**config.mk**
```make
export PLATFORM = sky130hd
export DESIGN_NAME = serial_keypad_display_link_flat
export DESIGN_NICKNAME = d
export VERILOG_FILES = /design/src/rtl/skdl_pkg.sv /design/src/rtl/skdl_in_if.sv /design/src/rtl/skdl_out_if.sv /design/src/rtl/skdl_front.sv /design/src/rtl/skdl_queue.sv /design/src/rtl/skdl_back.sv /design/src/rtl/serial_keypad_display_link.sv /design/src/flat_wrapper.sv
export VERILOG_INCLUDE_DIRS = /design/src /design/src/rtl
export SDC_FILE = /design/constraint.sdc
export NUM_CORES = 1
export LEC_CHECK = 0
export ABC_AREA = 1
export BUFFER_PORTS_ARGS = -buffer_cell sky130_fd_sc_hd__buf_2
export CELL_PAD_IN_SITES_DETAIL_PLACEMENT = 2
export CELL_PAD_IN_SITES_GLOBAL_PLACEMENT = 2
export CORE_MARGIN = 10
export CORE_UTILIZATION = 39
export CTS_CLUSTER_DIAMETER = 50
export DETAILED_ROUTE_END_ITERATION = 8
export PLACE_DENSITY_LB_ADDON = 0.1
export REMOVE_ABC_BUFFERS = 1
export SLEW_MARGIN = 10
export SYNTH_ARGS = -nofsm -noshare
export SYNTH_HDL_FRONTEND = slang
export SYNTH_SLANG_ARGS = --single-unit
```
**constraint.sdc**
```tcl
create_clock -name i_clk -period 8.5 [get_ports i_clk]
set_input_delay 1.275 -clock i_clk [delete_from_list [all_inputs] [get_ports i_clk]]
set_output_delay 1.275 -clock i_clk [all_outputs]
set_load 0.05 [all_outputs]
```
**src/rtl/serial_keypad_display_link_assert.svh**
```systemverilog
// ----------------------------------------------------------------------------
// Assertion macros for the serial keypad/display link
// Shared clocked assertion forms, reset-qualified, reporting by $error.
// ----------------------------------------------------------------------------
`ifndef SERIAL_KEYPAD_DISPLAY_LINK_ASSERT_SVH
`define SERIAL_KEYPAD_DISPLAY_LINK_ASSERT_SVH

// Check a property at every clock edge outside reset.
`define SKDL_ASSERT(lbl, clk, rst_n, prop, msg) \
    lbl: assert property (@(posedge clk) disable iff (!rst_n) prop) else $error(msg);

// Check that a condition in one cycle implies another in the next.
`define SKDL_ASSERT_NEXT(lbl, clk, rst_n, ante, cons, msg) \
    lbl: assert property (@(posedge clk) disable iff (!rst_n) (ante) |=> (cons)) \
        else $error(msg);

`endif

```
**src/rtl/skdl_pkg.sv**
```systemverilog
// ----------------------------------------------------------------------------
// skdl_pkg
// Types, constants and the segment table of the serial keypad/display link.
// ----------------------------------------------------------------------------
package skdl_pkg;

    localparam int QUEUE_DEPTH = 2;
    localparam int ADDR_W      = 5;
    localparam int MAX_BEATS   = 8;
    localparam int IDX_W       = $clog2(MAX_BEATS);
    localparam int BEATS_W     = $clog2(MAX_BEATS + 1);

    typedef logic [BEATS_W-1:0] t_beats;

    localparam t_beats BEATS_NONE  = t_beats'(0);
    localparam t_beats BEATS_INIT  = t_beats'(2);
    localparam t_beats BEATS_FRAME = t_beats'(6);
    localparam t_beats BEATS_RESET = t_beats'(8);

    localparam logic [7:0] ACK_CODE_RST     = 8'h40;
    localparam logic [7:0] BTN_EVENT_RST    = 8'h41;
    localparam logic [7:0] DEV_RESET_RST    = 8'h42;
    localparam logic [7:0] LED_SET_RST      = 8'hC6;
    localparam logic [7:0] LED_USER_RST     = 8'hC5;
    localparam logic [7:0] BTN_IRQ_ON_RST   = 8'hC3;

    localparam logic [7:0] FRAME_SECOND     = 8'h0F;
    localparam logic [7:0] DOT_BIT          = 8'h10;
    localparam logic [7:0] BUTTONS_RELEASED = 8'hFF;

    typedef enum logic [1:0] {
        ACT_PACKET  = 2'd0,
        ACT_INIT    = 2'd1,
        ACT_DISPLAY = 2'd2,
        ACT_READ    = 2'd3
    } t_action;

    typedef enum logic [2:0] {
        REG_ACK_CODE   = 3'd0,
        REG_BTN_EVENT  = 3'd1,
        REG_DEV_RESET  = 3'd2,
        REG_LED_SET    = 3'd3,
        REG_LED_USER   = 3'd4,
        REG_BTN_IRQ_ON = 3'd5
    } t_reg_idx;

    typedef struct packed {
        logic [7:0] ack_code;
        logic [7:0] button_event_code;
        logic [7:0] device_reset_code;
        logic [7:0] led_set_command;
        logic [7:0] led_user_mode_command;
        logic [7:0] button_irq_on_command;
    } t_cfg;

    // One queued job: the bytes to send in order, how many, and side info.
    typedef struct packed {
        logic [MAX_BEATS-1:0][7:0] data;
        t_beats                    beats;
        logic [7:0]                buttons;
        logic                      status;
    } t_job;

    function automatic logic [7:0] seg_pattern(input logic [3:0] digit);
        logic [7:0] pat;
        case (digit)
            4'h0:    pat = 8'hE7;
            4'h1:    pat = 8'h06;
            4'h2:    pat = 8'hCB;
            4'h3:    pat = 8'h8F;
            4'h4:    pat = 8'h2E;
            4'h5:    pat = 8'hAD;
            4'h6:    pat = 8'hED;
            4'h7:    pat = 8'h86;
            4'h8:    pat = 8'hEF;
            4'h9:    pat = 8'hAE;
            4'hA:    pat = 8'hEE;
            4'hB:    pat = 8'h6D;
            4'hC:    pat = 8'hE1;
            4'hD:    pat = 8'h4F;
            4'hE:    pat = 8'hE9;
            default: pat = 8'hE8;
        endcase
        return pat;
    endfunction

endpackage

```
**src/rtl/skdl_in_if.sv**
```systemverilog
// ----------------------------------------------------------------------------
// skdl_in_if
// Command channel: valid/ready plus one action and its operands.
// ----------------------------------------------------------------------------
interface skdl_in_if;
    logic        valid;
    logic        ready;
    logic [1:0]  action;
    logic [7:0]  packet_opcode;
    logic [7:0]  packet_byte1;
    logic [7:0]  packet_byte2;
    logic [15:0] digit_values;
    logic [3:0]  digit_enables;
    logic [3:0]  dot_enables;

    modport source (
        output valid, action, packet_opcode, packet_byte1, packet_byte2,
               digit_values, digit_enables, dot_enables,
        input  ready
    );
    modport sink (
        input  valid, action, packet_opcode, packet_byte1, packet_byte2,
               digit_values, digit_enables, dot_enables,
        output ready
    );
endinterface

```
**src/rtl/skdl_out_if.sv**
```systemverilog
// ----------------------------------------------------------------------------
// skdl_out_if
// Result channel: valid/ready plus one transmit beat.
// ----------------------------------------------------------------------------
interface skdl_out_if;
    logic       valid;
    logic       ready;
    logic [7:0] tx_byte;
    logic       tx_valid;
    logic       last;
    logic [7:0] buttons;
    logic       status;

    modport source (
        output valid, tx_byte, tx_valid, last, buttons, status,
        input  ready
    );
    modport sink (
        input  valid, tx_byte, tx_valid, last, buttons, status,
        output ready
    );
endinterface

```
**src/rtl/skdl_front.sv**
```systemverilog
// ----------------------------------------------------------------------------
// skdl_front
// Accept commands, update link state, and queue the bytes each one sends.
// ----------------------------------------------------------------------------
module skdl_front (
    input  logic               i_clk,
    input  logic               i_rst_n,
    skdl_in_if.sink            i_cmd,
    input  skdl_pkg::t_cfg     i_cfg,
    input  logic               i_q_ready,
    output logic               o_push,
    output skdl_pkg::t_job     o_job
);

    logic                r_ack;
    logic                n_ack;
    logic [7:0]          r_buttons;
    logic [7:0]          n_buttons;
    logic [5:0][7:0]     r_frame;
    logic [5:0][7:0]     n_frame;
    logic [5:0][7:0]     disp_frame;
    logic [7:0]          evt_buttons;
    skdl_pkg::t_job      job;

    assign i_cmd.ready = i_q_ready;
    assign o_push      = i_cmd.valid && i_q_ready;

    // Buttons in the low nibble, directions above with their middle bits swapped.
    assign evt_buttons = {i_cmd.packet_byte2[3], i_cmd.packet_byte2[1],
                          i_cmd.packet_byte2[2], i_cmd.packet_byte2[0],
                          i_cmd.packet_byte1[3:0]};

    always_comb begin
        disp_frame[0] = i_cfg.led_set_command;
        disp_frame[1] = skdl_pkg::FRAME_SECOND;
        for (int k = 0; k < 4; k++) begin
            disp_frame[k+2] = i_cmd.digit_enables[k]
                            ? skdl_pkg::seg_pattern(i_cmd.digit_values[4*k +: 4])
                            : 8'h00;
            if (i_cmd.dot_enables[k]) begin
                disp_frame[k+2] = disp_frame[k+2] | skdl_pkg::DOT_BIT;
            end
        end
    end

    always_comb begin
        n_ack     = r_ack;
        n_buttons = r_buttons;
        n_frame   = r_frame;
        job       = '0;
        unique case (skdl_pkg::t_action'(i_cmd.action))
            skdl_pkg::ACT_PACKET: begin
                if (i_cmd.packet_opcode == i_cfg.ack_code) begin
                    n_ack = 1'b1;
                end else if (i_cmd.packet_opcode == i_cfg.button_event_code) begin
                    n_buttons = evt_buttons;
                end else if (i_cmd.packet_opcode == i_cfg.device_reset_code) begin
                    n_ack       = 1'b1;
                    n_buttons   = skdl_pkg::BUTTONS_RELEASED;
                    job.data[0] = i_cfg.led_user_mode_command;
                    job.data[1] = i_cfg.button_irq_on_command;
                    for (int k = 0; k < 6; k++) begin
                        job.data[k+2] = r_frame[k];
                    end
                    job.beats = skdl_pkg::BEATS_RESET;
                end
            end
            skdl_pkg::ACT_INIT: begin
                n_ack       = 1'b1;
                n_buttons   = skdl_pkg::BUTTONS_RELEASED;
                job.data[0] = i_cfg.led_user_mode_command;
                job.data[1] = i_cfg.button_irq_on_command;
                job.beats   = skdl_pkg::BEATS_INIT;
            end
            skdl_pkg::ACT_DISPLAY: begin
                if (r_ack) begin
                    n_ack   = 1'b0;
                    n_frame = disp_frame;
                    for (int k = 0; k < 6; k++) begin
                        job.data[k] = disp_frame[k];
                    end
                    job.beats = skdl_pkg::BEATS_FRAME;
                end else begin
                    job.status = 1'b1;
                end
            end
            skdl_pkg::ACT_READ: begin
                job.beats = skdl_pkg::BEATS_NONE;
            end
            default: begin
                job.beats = skdl_pkg::BEATS_NONE;
            end
        endcase
        job.buttons = n_buttons;
    end

    assign o_job = job;

    always_ff @(posedge i_clk) begin
        if (!i_rst_n) begin
            r_ack     <= 1'b0;
            r_buttons <= 8'h00;
            r_frame   <= '0;
        end else if (o_push) begin
            r_ack     <= n_ack;
            r_buttons <= n_buttons;
            r_frame   <= n_frame;
        end
    end

endmodule

```
**src/rtl/skdl_queue.sv**
```systemverilog
// ----------------------------------------------------------------------------
// skdl_queue
// Short job queue between the front and back ends.
// ----------------------------------------------------------------------------
`include "serial_keypad_display_link_assert.svh"

module skdl_queue #(
    parameter int DEPTH = skdl_pkg::QUEUE_DEPTH
) (
    input  logic           i_clk,
    input  logic           i_rst_n,
    input  logic           i_push,
    input  skdl_pkg::t_job i_job,
    input  logic           i_pop,
    output logic           o_ready,
    output logic           o_head_valid,
    output skdl_pkg::t_job o_head
);

    localparam int PTR_W = (DEPTH > 1) ? $clog2(DEPTH) : 1;
    localparam int CNT_W = $clog2(DEPTH + 1);

    skdl_pkg::t_job   r_q [DEPTH];
    logic [PTR_W-1:0] r_wr_ptr;
    logic [PTR_W-1:0] r_rd_ptr;
    logic [CNT_W-1:0] r_count;
    logic             push_ok;

    assign o_ready      = (r_count < CNT_W'(DEPTH));
    assign push_ok      = i_push && o_ready;
    assign o_head_valid = (r_count != '0);
    assign o_head       = r_q[r_rd_ptr];

    always_ff @(posedge i_clk) begin
        if (push_ok) begin
            r_q[r_wr_ptr] <= i_job;
        end
    end

    always_ff @(posedge i_clk) begin
        if (!i_rst_n) begin
            r_wr_ptr <= '0;
            r_rd_ptr <= '0;
            r_count  <= '0;
        end else begin
            if (push_ok) begin
                r_wr_ptr <= (r_wr_ptr == PTR_W'(DEPTH - 1)) ? '0 : r_wr_ptr + 1'b1;
            end
            if (i_pop) begin
                r_rd_ptr <= (r_rd_ptr == PTR_W'(DEPTH - 1)) ? '0 : r_rd_ptr + 1'b1;
            end
            if (push_ok && !i_pop) begin
                r_count <= r_count + 1'b1;
            end else if (!push_ok && i_pop) begin
                r_count <= r_count - 1'b1;
            end
        end
    end

    `SKDL_ASSERT(a_count_bound, i_clk, i_rst_n, (r_count <= CNT_W'(DEPTH)), "queue overfilled")
    `SKDL_ASSERT(a_pop_nonempty, i_clk, i_rst_n, (i_pop |-> r_count != '0), "pop of empty queue")
    `SKDL_ASSERT_NEXT(a_push_grows, i_clk, i_rst_n, (push_ok && !i_pop), (r_count == $past(r_count) + CNT_W'(1)), "queue count did not grow on push")

endmodule

```
**src/rtl/skdl_back.sv**
```systemverilog
// ----------------------------------------------------------------------------
// skdl_back
// Step through the head job into the output register, one beat per cycle while the output is taken.
// ----------------------------------------------------------------------------
module skdl_back (
    input  logic           i_clk,
    input  logic           i_rst_n,
    input  logic           i_head_valid,
    input  skdl_pkg::t_job i_head,
    output logic           o_pop,
    skdl_out_if.source     o_rsp
);

    logic [skdl_pkg::IDX_W-1:0] r_idx;
    logic                       r_valid;
    logic [7:0]                 r_tx_byte;
    logic                       r_tx_valid;
    logic                       r_last;
    logic [7:0]                 r_buttons;
    logic                       r_status;
    logic                       load;
    logic                       beat_last;
    logic                       has_bytes;

    assign has_bytes = (i_head.beats != skdl_pkg::BEATS_NONE);
    assign beat_last = !has_bytes
                    || ({1'b0, r_idx} == skdl_pkg::BEATS_W'(i_head.beats - 1'b1));
    assign load      = i_head_valid && (!r_valid || o_rsp.ready);
    assign o_pop     = load && beat_last;

    always_ff @(posedge i_clk) begin
        if (!i_rst_n) begin
            r_valid <= 1'b0;
            r_idx   <= '0;
        end else begin
            if (load) begin
                r_valid <= 1'b1;
                r_idx   <= beat_last ? '0 : r_idx + 1'b1;
            end else if (o_rsp.ready) begin
                r_valid <= 1'b0;
            end
        end
    end

    always_ff @(posedge i_clk) begin
        if (load) begin
            r_tx_byte  <= has_bytes ? i_head.data[r_idx] : 8'h00;
            r_tx_valid <= has_bytes;
            r_last     <= beat_last;
            r_buttons  <= i_head.buttons;
            r_status   <= i_head.status;
        end
    end

    assign o_rsp.valid    = r_valid;
    assign o_rsp.tx_byte  = r_tx_byte;
    assign o_rsp.tx_valid = r_tx_valid;
    assign o_rsp.last     = r_last;
    assign o_rsp.buttons  = r_buttons;
    assign o_rsp.status   = r_status;

endmodule

```
**src/rtl/serial_keypad_display_link.sv**
```systemverilog
// A command's job is registered in the queue, then its first beat in the output register.
// Throughput: one beat per cycle while the output is taken. A command sends one beat
//   per byte, or one empty beat for packets, reads and dropped updates: two for init,
//   six for a display frame, eight for a device reset. The front end sets that figure.
// Reset (synchronous, active low) clears the ack flag, button byte, saved frame,
//   queue and output valid flag, and loads the register defaults. No clearing pass.
// ----------------------------------------------------------------------------
// serial_keypad_display_link
// Host side of a serial keypad/display controller with an APB register port.
// ----------------------------------------------------------------------------
module serial_keypad_display_link #(
    parameter int QUEUE_DEPTH = skdl_pkg::QUEUE_DEPTH  // two or more
) (
    input  logic                        i_clk,
    input  logic                        i_rst_n,
    skdl_in_if.sink                     i_cmd,
    skdl_out_if.source                  o_rsp,
    input  logic                        psel,
    input  logic                        penable,
    input  logic                        pwrite,
    input  logic [skdl_pkg::ADDR_W-1:0] paddr,
    input  logic [31:0]                 pwdata,
    output logic [31:0]                 prdata,
    output logic                        pready
);

    skdl_pkg::t_cfg r_cfg;
    logic           cfg_wr;
    logic           q_ready;
    logic           push;
    logic           pop;
    logic           head_valid;
    skdl_pkg::t_job push_job;
    skdl_pkg::t_job head_job;
    logic [7:0]     rd_byte;

    // Register port: no wait states, word-addressed registers.
    assign pready = 1'b1;
    assign cfg_wr = psel && penable && pwrite;

    always_ff @(posedge i_clk) begin
        if (!i_rst_n) begin
            r_cfg.ack_code              <= skdl_pkg::ACK_CODE_RST;
            r_cfg.button_event_code     <= skdl_pkg::BTN_EVENT_RST;
            r_cfg.device_reset_code     <= skdl_pkg::DEV_RESET_RST;
            r_cfg.led_set_command       <= skdl_pkg::LED_SET_RST;
            r_cfg.led_user_mode_command <= skdl_pkg::LED_USER_RST;
            r_cfg.button_irq_on_command <= skdl_pkg::BTN_IRQ_ON_RST;
        end else if (cfg_wr) begin
            // Drop writes to unmapped words.
            unique case (skdl_pkg::t_reg_idx'(paddr[4:2]))
                skdl_pkg::REG_ACK_CODE:   r_cfg.ack_code              <= pwdata[7:0];
                skdl_pkg::REG_BTN_EVENT:  r_cfg.button_event_code     <= pwdata[7:0];
                skdl_pkg::REG_DEV_RESET:  r_cfg.device_reset_code     <= pwdata[7:0];
                skdl_pkg::REG_LED_SET:    r_cfg.led_set_command       <= pwdata[7:0];
                skdl_pkg::REG_LED_USER:   r_cfg.led_user_mode_command <= pwdata[7:0];
                skdl_pkg::REG_BTN_IRQ_ON: r_cfg.button_irq_on_command <= pwdata[7:0];
                default: ;
            endcase
        end
    end

    always_comb begin
        unique case (skdl_pkg::t_reg_idx'(paddr[4:2]))
            skdl_pkg::REG_ACK_CODE:   rd_byte = r_cfg.ack_code;
            skdl_pkg::REG_BTN_EVENT:  rd_byte = r_cfg.button_event_code;
            skdl_pkg::REG_DEV_RESET:  rd_byte = r_cfg.device_reset_code;
            skdl_pkg::REG_LED_SET:    rd_byte = r_cfg.led_set_command;
            skdl_pkg::REG_LED_USER:   rd_byte = r_cfg.led_user_mode_command;
            skdl_pkg::REG_BTN_IRQ_ON: rd_byte = r_cfg.button_irq_on_command;
            default:                  rd_byte = 8'h00;
        endcase
    end

    assign prdata = {24'h000000, rd_byte};

    // Front end: take a command beat, update link state, build its job.
    skdl_front u_front (
        .i_clk     (i_clk),
        .i_rst_n   (i_rst_n),
        .i_cmd     (i_cmd),
        .i_cfg     (r_cfg),
        .i_q_ready (q_ready),
        .o_push    (push),
        .o_job     (push_job)
    );

    // Queue: lets the front keep accepting while the back is stalled.
    skdl_queue #(
        .DEPTH (QUEUE_DEPTH)
    ) u_queue (
        .i_clk        (i_clk),
        .i_rst_n      (i_rst_n),
        .i_push       (push),
        .i_job        (push_job),
        .i_pop        (pop),
        .o_ready      (q_ready),
        .o_head_valid (head_valid),
        .o_head       (head_job)
    );

    // Back end: advance through the head job one result beat per cycle while the output is taken.
    skdl_back u_back (
        .i_clk        (i_clk),
        .i_rst_n      (i_rst_n),
        .i_head_valid (head_valid),
        .i_head       (head_job),
        .o_pop        (pop),
        .o_rsp        (o_rsp)
    );

endmodule
```
**src/flat_wrapper.sv**
```systemverilog
// flat-port wrapper written by rule: the top's interface ports become plain ports
module serial_keypad_display_link_flat 
#(
    parameter int QUEUE_DEPTH = skdl_pkg::QUEUE_DEPTH                
)
  (i_clk, i_rst_n, psel, penable, pwrite, paddr, pwdata, prdata, pready, i_cmd_valid, i_cmd_action, i_cmd_packet_opcode, i_cmd_packet_byte1, i_cmd_packet_byte2, i_cmd_digit_values, i_cmd_digit_enables, i_cmd_dot_enables, i_cmd_ready, o_rsp_valid, o_rsp_tx_byte, o_rsp_tx_valid, o_rsp_last, o_rsp_buttons, o_rsp_status, o_rsp_ready);
  skdl_in_if i_cmd_i ();
  skdl_out_if o_rsp_i ();
  input  logic i_clk;
  input  logic i_rst_n;
  input  logic psel;
  input  logic penable;
  input  logic pwrite;
  input  logic [skdl_pkg::ADDR_W-1:0] paddr;
  input  logic [31:0] pwdata;
  output logic [31:0] prdata;
  output logic pready;
  input wire logic [$bits(i_cmd_i.valid)-1:0] i_cmd_valid;
  input wire logic [$bits(i_cmd_i.action)-1:0] i_cmd_action;
  input wire logic [$bits(i_cmd_i.packet_opcode)-1:0] i_cmd_packet_opcode;
  input wire logic [$bits(i_cmd_i.packet_byte1)-1:0] i_cmd_packet_byte1;
  input wire logic [$bits(i_cmd_i.packet_byte2)-1:0] i_cmd_packet_byte2;
  input wire logic [$bits(i_cmd_i.digit_values)-1:0] i_cmd_digit_values;
  input wire logic [$bits(i_cmd_i.digit_enables)-1:0] i_cmd_digit_enables;
  input wire logic [$bits(i_cmd_i.dot_enables)-1:0] i_cmd_dot_enables;
  output wire logic [$bits(i_cmd_i.ready)-1:0] i_cmd_ready;
  output wire logic [$bits(o_rsp_i.valid)-1:0] o_rsp_valid;
  output wire logic [$bits(o_rsp_i.tx_byte)-1:0] o_rsp_tx_byte;
  output wire logic [$bits(o_rsp_i.tx_valid)-1:0] o_rsp_tx_valid;
  output wire logic [$bits(o_rsp_i.last)-1:0] o_rsp_last;
  output wire logic [$bits(o_rsp_i.buttons)-1:0] o_rsp_buttons;
  output wire logic [$bits(o_rsp_i.status)-1:0] o_rsp_status;
  input wire logic [$bits(o_rsp_i.ready)-1:0] o_rsp_ready;
  assign i_cmd_i.valid = i_cmd_valid;
  assign i_cmd_i.action = i_cmd_action;
  assign i_cmd_i.packet_opcode = i_cmd_packet_opcode;
  assign i_cmd_i.packet_byte1 = i_cmd_packet_byte1;
  assign i_cmd_i.packet_byte2 = i_cmd_packet_byte2;
  assign i_cmd_i.digit_values = i_cmd_digit_values;
  assign i_cmd_i.digit_enables = i_cmd_digit_enables;
  assign i_cmd_i.dot_enables = i_cmd_dot_enables;
  assign i_cmd_ready = i_cmd_i.ready;
  assign o_rsp_valid = o_rsp_i.valid;
  assign o_rsp_tx_byte = o_rsp_i.tx_byte;
  assign o_rsp_tx_valid = o_rsp_i.tx_valid;
  assign o_rsp_last = o_rsp_i.last;
  assign o_rsp_buttons = o_rsp_i.buttons;
  assign o_rsp_status = o_rsp_i.status;
  assign o_rsp_i.ready = o_rsp_ready;
  serial_keypad_display_link #(.QUEUE_DEPTH(QUEUE_DEPTH)) u_core (.i_clk(i_clk), .i_rst_n(i_rst_n), .i_cmd(i_cmd_i), .o_rsp(o_rsp_i), .psel(psel), .penable(penable), .pwrite(pwrite), .paddr(paddr), .pwdata(pwdata), .prdata(prdata), .pready(pready));
endmodule
```
; After elaboration in Yosys (flattened, before gate mapping)
; Memories as Yosys holds them, arrays and structs flattened. A register that Yosys moved wholly into a read port is not among the register bits.
; Index checks and enable logic that the tools add are counted.
[word_totals]
regBits = 125
latch_bits = 0
ramBits = 154
mem_bits_ro = 448
out_inout_bits = 54
n_memories = 5
[memory_table]
columns = name, depth, width, rd, rd_ports_with_merged_regs, write_ports, line
row1 = u_core.u_queue.r_q, 2, 77, 1, 1, 1, skdl_queue.sv:23  ; skdl_pkg::t_job r_q [DEPTH];
row2 = (name not given), 16, 7, 1, 0, 0, skdl_pkg.sv:66  ; case (digit)
row3 = (name not given), 16, 7, 1, 0, 0, skdl_pkg.sv:66
row4 = (name not given), 16, 7, 1, 0, 0, skdl_pkg.sv:66
row5 = (name not given), 16, 7, 1, 0, 0, skdl_pkg.sv:66
[classes]
n_addsub = 6
n_mul = 0
div = 0
n_lt_le_gt_ge = 2
n_eq_ne = 14
shifts = 0
n_mux = 40
bitwise_logic = 0
n_reduce_logical = 29
[ops]
columns = op, count
row1 = 68-bit 2-to-1 mux, 3
row2 = 8-bit 2-to-1 mux, 8
row3 = 32-bit case mux with 2 select lines, 1
row4 = 52-bit 2-to-1 mux, 1
row5 = 16-bit case mux with 3 select lines, 1
row6 = 8-bit case mux with 6 select lines, 1
row7 = 8-bit binary-select mux with 3-bit select, 1
row8 = 8-bit equality test, 3
row9 = 5-bit 2-to-1 mux, 4
row10 = 16-bit 2-to-1 mux, 1
row11 = 4-bit case mux with 4 select lines, 1
row12 = 8-bit case mux with 2 select lines, 1
row13 = 1-bit 2-to-1 mux, 13
row14 = 2-bit AND reduction, 6
row15 = 1-bit logical AND, 8
row16 = "3-bit by 2-bit equality test with 1-bit output, second input constant", 2
row17 = "3-bit equality test, second input constant", 2
row18 = "3-bit != test, second input constant", 2
row19 = 2-bit nonzero test, 3
row20 = "2-bit equality test, second input constant", 2
row21 = 3-bit by 4-bit equality test with 1-bit output, 1
row22 = 1-bit logical NOT, 4
row23 = "3-bit by 4-bit less-than comparator with 1-bit output, second input constant", 1
row24 = 2-bit 2-to-1 mux, 2
row25 = 17 further kinds, 19

; Longest topological paths before layout
; Gate-level depths: netlist of run 1.
[depth]
word_depth = 7
mapped_depth = 15
ltp_nobuf = 14

; Cells and area by module
; Synthesis of run 1 repeated with hierarchy kept, for this count alone.
[hier_totals]
hier_cells = 1585
hier_area_um2 = 14293.7
[modules_own_cells]
columns = module, n_inst, cells_per_inst, area_per_inst_um2
row1 = skdl_queue, 1, 274, 5918.2
row2 = skdl_front, 1, 730, 4291.6
row3 = serial_keypad_display_link, 1, 396, 2572.5
row4 = skdl_back, 1, 185, 1511.4

; Least setup slack after synthesis of run 1
; OpenSTA, ideal clock, no wires.
[synth_path]
path_type = input-to-reg
from = input port i_cmd_valid
to = memory u_core.u_queue.r_q[1][0] (netlist name), enable pin
t_arrival_ns = 4.838
slack_ns = 3.150
cell_stages = 3
cell_sequence = nand2_1 > clkbuf_1 > nor2_1
[synth_between]
elab_chain_cells = 4
[synth_lines]
columns = item, line
row1 = start: declaration, flat_wrapper.sv:18  ; input wire logic [$bits(i_cmd_i.valid)-1:0] i_cmd_valid;
row2 = 1-bit logical AND, skdl_front.sv:26  ; assign o_push = i_cmd.valid && i_q_ready;
row3 = 1-bit logical AND, skdl_queue.sv:30  ; assign push_ok = i_push && o_ready;
row4 = 1-bit 2-to-1 mux, skdl_queue.sv:35  ; if (push_ok) begin
row5 = 1-bit 2-to-1 mux (not written as such), skdl_queue.sv:36  ; r_q[r_wr_ptr] <= i_job;
row6 = end: declaration, skdl_queue.sv:23
; Every way passes these cells.

; Worst setup path after layout of run 1
[layout_path]
from = input port paddr[3] (netlist name)
to = output port prdata[5]
[layout_between]
elab_chain_cells = 2
[layout_lines]
columns = item, line
row1 = start: declaration, flat_wrapper.sv:14  ; input logic [skdl_pkg::ADDR_W-1:0] paddr;
row2 = 3-bit equality test (tied with other cells), serial_keypad_display_link.sv:64  ; unique case (skdl_pkg::t_reg_idx'(paddr[4:2]))
row3 = 8-bit case mux with 6 select lines *, serial_keypad_display_link.sv:64
row4 = end: declaration, flat_wrapper.sv:16  ; output logic [31:0] prdata;
; Every way passes the cells marked *; elsewhere a longest branch is shown, timed or not.

==> flow_summary.json, run 1 <==
{
  "setup_violations": 0,
  "nets": 1613,
  "h-tree-depth": 2,
  "busiest_layer": "met2",
  "synth_compound_area_share_pct": 16.5,
  "ys_ff_latch": 278,
  "numCtsBuffers": 38,
  "cts_resized": 0,
  "finalMaxSlewViolations": 0,
  "dp_slack_ns": 4.15,
  "synth_top_area_cell": "edfxtp_1",
  "die_w_um": 202,
  "hpwl_mm": 27.3,
  "hold_viol": 0,
  "combPwrFrac_pct": 24.4,
  "final.min_clock_period_ns": 4.05,
  "clkTransAtPathRegs_ns": 0.06,
  "cts_root_buffer": "clkbuf_16",
  "p_sw_mw": 1.56,
  "p_sw_share_pct": 34.0,
  "path_cells": "buf_2 > nor2_1 > nand2_1 > o22ai_1 > a21oi_1 > o211ai_1 > buf_2",
  "die_area_um2": 40700,
  "portBuffers": 88,
  "fin_area_um2": 14900,
  "finalSetupTns_ns": 0,
  "drive_above_1_share_pct": 12.3,
  "p_leak_nw": 5.96,
  "drc": 0,
  "synthAdderAreaFrac_pct": 2.33,
  "synthMuxAreaShare_pct": 0.0777,
  "utilization_pct": 45.9,
  "tritoncts": "yes",
  "yosys_most_used_dff": "edfxtp_1",
  "synth.most_common_cell": "nand2_1",
  "yosys-top-cells-area": "edfxtp_1 40%, dfxtp_1 17%, o21ai_0 7.3%, nand2_1 6.6%, nor2_1 5.1%",
  "critical_path.max_fanout": 9,
  "vias": 10474,
  "gp_congestion": 0.804,
  "syn2layout_area_growth_pct": 15.9,
  "fin_skew_ns": 0.0108,
  "wire_per_inst_um": 21.7,
  "max_slew_margin_pct": 25.0,
  "rsz0062_at_grt": "no",
  "ios": 148,
  "yosysTopAreaCellShare_pct": 39.8,
  "fmax_ghz": 0.247,
  "status": "finished clean",
  "cp_common_cell": "buf_2",
  "grt_max_degree": 79,
  "num_antenna_cells": 0,
  "grt_use_met2_pct": 36.7,
  "synth_top_family_by_area": "compound AO/OA/AOI/OAI gates",
  "clk_latency_ns": 0.52,
  "period_share_pct": 47.7,
  "synth_edf_count": 171,
  "synth_area_um2": 12900,
  "drt_pass1_iterations": 4,
  "synth_warnings": 0,
  "clockBufferDepth": 3,
  "p_clk_share_pct": 37.1,
  "rrSetupSlack_ns": 4.74,
  "hold_buffers": 0,
  "start_kind": "primary input",
  "dr.first_iter.drc_count": 619,
  "clkSinkCount": 278,
  "cp-end-kind": "primary output",
  "hp-class": "reg2reg",
  "required_ns": 7.22,
  "grtUsageMet1_pct": 25.9,
  "place_area_um2": 13600,
  "ys_seq_area_share_pct": 56.5,
  "grt_usage_pct": 20.6,
  "crit_type": "in2out",
  "use_met3_pct": 2.72,
  "powerDensity_nw_per_um2": 307,
  "die_h_um": 202,
  "grt_overflow": 0,
  "routed_wl_mm": 42.7,
  "coreArea_um2": 32500,
  "cap_violations": 0,
  "synth_simple_gate_area_share_pct": 15.0,
  "antenna_found_initial": 0,
  "yosysUniqueCellTypes": 42,
  "synthXorXnorAreaFrac_pct": 1.09,
  "tightest_slew_ns": 1.13,
  "vdd_ir_drop_max_mv": 0.177,
  "via_per_inst": 5.32,
  "cts_setup_buffers": 0,
  "grt_pass1_wl_mm": 67.4,
  "seqPwrFrac_pct": 38.4,
  "cp.arrival_ns": 2.78,
  "start_util_pct": 39.6,
  "num_rows": 66,
  "netlist_instances": 1423,
  "syn_area_per_cell_um2": 9.06,
  "fin_ws_ns": 4.45,
  "synthArstFlopShare_pct": 0,
  "grt_pass1_vias": 11643,
  "max_stage_delay_ns": 0.36,
  "crit_slowest_cell": "o22ai_1",
  "p_int_mw": 3.03,
  "ant_nets": 0,
  "yosys-top-cells-count": "225 x nand2_1, 188 x o21ai_0, 175 x nor2_1, 171 x edfxtp_1, 150 x inv_1"
}
[power by group through the flow]
stage | clock [mW] | combinational (mW) | sequential [mW]
global placement | 0 | 1.08 | 1.77
global route | 1.79 | 1.23 | 1.78
floorplan | 0 | 0.514 | 1.97
CTS | 1.73 | 1.14 | 1.76
finish | 1.70 | 1.12 | 1.76
detailed placement | 0 | 1.12 | 1.79
[layout by cell type (no fill, tap or decap), types with 4 or more instances in the layout]
master,instances
inv_1,149
xnor2_1,13
conb_1,25
dfxtp_1,106
buf_2,88
clkbuf_16,41
clkbuf_1,8
nor2_4,7
a21oi_1,106
nand2_1,225
o221ai_1,24
nor2_1,173
nor3_1,7
a311oi_1,7
o22ai_1,18
buf_4,11
o21ai_1,12
o21ai_0,188
ha_1,24
o211ai_1,10
clkinv_1,4
bufinv_16,6
edfxtp_1,171
a22oi_1,6
inv_2,9
nand3_1,45
a211oi_1,4
[routing by layer]
metal	wire length, um	up-vias	share of wire [%]
met5	0	-	0
met4	848	0	2.0
met3	1520	65	3.6
met2	21800	189	51
met1	18600	5292	43
li1	-	4928	-
[critical path, delay by kind of cell]
kind	cells	cell delay [ns]
AO/OA/AOI/OAI	3	0.55
AND/OR/NAND/NOR	2	0.49
buffers and inverters	2	0.45
[final timing paths]
kind / cells past startpoint / to / from
setup reg to reg: 10 / u_core.u_queue.r_count[1] / u_core.u_back.r_idx[1]
hold / removal: 2 / u_core.u_front.r_frame[0] / u_core.u_front.r_frame[0]
setup / recovery: 7 / prdata[5] / paddr[3]
hold reg to reg: 2 / u_core.u_front.r_frame[0] / u_core.u_front.r_frame[0]
[stage by stage]
stage / hold slack [ns] / cells / power, mW
floorplan: 0.429 / 1356 / 2.49
global placement: 0.444 / 1897 / 2.85
detailed placement: 0.455 / 1897 / 2.91
CTS: 0.471 / 1967 / 4.63
global route: 0.491 / 1967 / 4.81
finish: 0.466 / 1967 / 4.59
[flip-flops by register name (all words and copies together), names as in the netlist, 2 cells and up, named ones only]
register,cells
u_core.r_cfg,48
u_core.u_queue.r_count,2
u_core.u_queue.r_q,152
u_core.u_front.r_frame,41
u_core.u_back.o_rsp.tx_byte,8
u_core.u_front.r_buttons,8
u_core.u_back.r_idx,3
u_core.u_back.o_rsp.buttons,8
[cells by family (layout without fill, tap and decap cells)]
family          count (synthesis)  in the layout
other cells                     2             25
simple gates                  468            468
buf+inv                       250            329
compound gates                384            384
xor+xnor                       16             16
fa+ha+maj                      24             24
mux                             1              1
flops                         278            278
[area by class of cell]
cell class | instances | area (um^2)
multi-input combinational | 918 | 4630
sequential | 278 | 7280
inverter | 160 | 601
fill | 3580 | 17600
timing repair buffer | 99 | 523
tap | 442 | 553
clock inverter | 19 | 269
clock buffer | 51 | 1080
No activity file was read; power rests on OpenSTA's default activity.
==> inputs of run 2 (changes only) <==
Settings changed: CORE_UTILIZATION 39 to 36.
Clock period 8.5 ns to 4.2 ns, I/O delays scaled along.
==> flow_summary.json, run 2 (synthesized netlist as in run 1, its figures left out) <==
{
  "via_per_inst": 5.25,
  "drt_pass1_iterations": 5,
  "max_flop_register": "u_core.u_queue.r_q",
  "finalSetupTns_ns": 0,
  "ant_nets": 0,
  "reg_top3": "u_core.u_queue.r_q: 152 flops, u_core.r_cfg: 48 flops, u_core.u_front.r_frame: 41 flops",
  "vdd_ir_drop_max_mv": 0.432,
  "hp-class": "in2reg",
  "clockBufferDepth": 3,
  "grt_overflow": 0,
  "cp.arrival_ns": 3.28,
  "seqPwrFrac_pct": 39.6,
  "utilization_pct": 42.0,
  "num_antenna_cells": 0,
  "p_leak_nw": 5.91,
  "die_h_um": 209,
  "tritoncts": "yes",
  "cts_root_buffer": "clkbuf_16",
  "layout_common_cells": "225 x nand2_1, 188 x o21ai_0, 173 x nor2_1",
  "status": "finished clean",
  "clkTransAtPathRegs_ns": 0.06,
  "fin_skew_ns": 0.00975,
  "start_kind": "flip-flop",
  "coreArea_um2": 35500,
  "powerDensity_nw_per_um2": 599,
  "p_int_mw": 5.83,
  "grt_pass1_wl_mm": 65.0,
  "cts_resized": 0,
  "grt_usage_pct": 18.4,
  "num_rows": 69,
  "routed_wl_mm": 41.5,
  "critical_path.max_fanout": 73,
  "hold_viol": 0,
  "cap_violations": 0,
  "vias": 10448,
  "cp-end-kind": "flip-flop",
  "dr.first_iter.drc_count": 438,
  "drive_above_1_share_pct": 12.4,
  "grt_pass1_vias": 11498,
  "whs_ns": 0.416,
  "required_ns": 4.59,
  "die_area_um2": 43800,
  "nets": 1618,
  "start_util_pct": 36.3,
  "final_common_cell": "nand2_1",
  "grt_max_degree": 74,
  "fmax_ghz": 0.347,
  "rsz0062_at_grt": "no",
  "p_clk_share_pct": 34.5,
  "hpwl_mm": 28.2,
  "p_sw_share_pct": 34.7,
  "portBuffers": 88,
  "antenna_found_initial": 0,
  "fin_total_pwr_mw": 8.92,
  "wire_per_inst_um": 20.8,
  "p_sw_mw": 3.09,
  "cts_setup_buffers": 0,
  "max_slew_margin_pct": 40.4,
  "crit_type": "reg2reg",
  "combPwrFrac_pct": 25.9,
  "numCtsBuffers": 38,
  "finalMaxSlewViolations": 0,
  "drc": 0,
  "clkSinkCount": 278,
  "dp.cells": 1921,
  "syn2layout_area_growth_pct": 15.6,
  "gp_congestion": 0.811,
  "period_share_pct": 68.7,
  "tightest_slew_ns": 0.893,
  "setup_violations": 0,
  "hold_buffers": 0,
  "final.min_clock_period_ns": 2.89,
  "clk_latency_ns": 0.51,
  "finalNonFillerCells": 1990,
  "h-tree-depth": 2,
  "ios": 148,
  "largest_register_ffs": 152,
  "die_w_um": 209
}
[run 2: power by group through the flow]
stage	logic, mW	clock network (mW)	registers, mW
5_1_grt	2.53	3.27	3.57
2_1_floorplan	1.04	0	3.99
4_1_cts	2.35	3.15	3.54
3_3_place_gp	2.26	0	3.56
3_5_place_dp	2.33	0	3.59
6_report	2.31	3.08	3.53
[run 2: stage by stage]
stage               setup slack (ns)  instance area, um^2
finish                          1.31                14900
global route                   0.981                14900
floorplan                     -0.612                12500
detailed placement              1.05                13700
global placement                1.11                13700
CTS                             1.23                14900
[run 2: area by class of cell]
class	instances	area (um^2)
Fill cell	3879	20600
Timing Repair Buffer	104	598
Sequential cell	278	7280
Multi-Input combinational cell	918	4630
Clock buffer	50	1070
Tap cell	461	577
Clock inverter	19	144
Inverter	160	601
[run 2: path summary, 6_finish.rpt]
| path | slack, ns | cells past startpoint | endpoint | start |
|---|---|---|---|---|
| max reg2reg | 1.31 | 12 | u_core.u_queue.r_count[1] | flip-flop |
| max | 1.31 | 12 | u_core.u_queue.r_count[1] | flip-flop |
| min | 0.42 | 3 | u_core.u_front.r_frame[28] | i_cmd_dot_enables[1] |
| min reg2reg | 0.47 | 2 | u_core.u_front.r_frame[20] | u_core.u_front.r_frame[20] |
[run 2: layer usage]
metal	part of all wire (%)	wire length (um)	track usage, %
met5	0	0	0
met4	1.3	554	3.47
met3	2.9	1210	2.45
met2	49	20500	31.9
met1	46	19200	24.1
[run 2: worst max-delay path, stage by stage, from the launching register on]
cell and delay (ns):
dfxtp_2 0.39, buf_4 0.69, inv_2 0.07, nand2_1 0.12, nand2_1 0.08, xor2_1 0.15, o21ai_2 0.21, nand2_1 0.15
ha_1 0.35, a21oi_1 0.16, o21ai_0 0.14, o21ai_0 0.17, a21oi_1 0.06
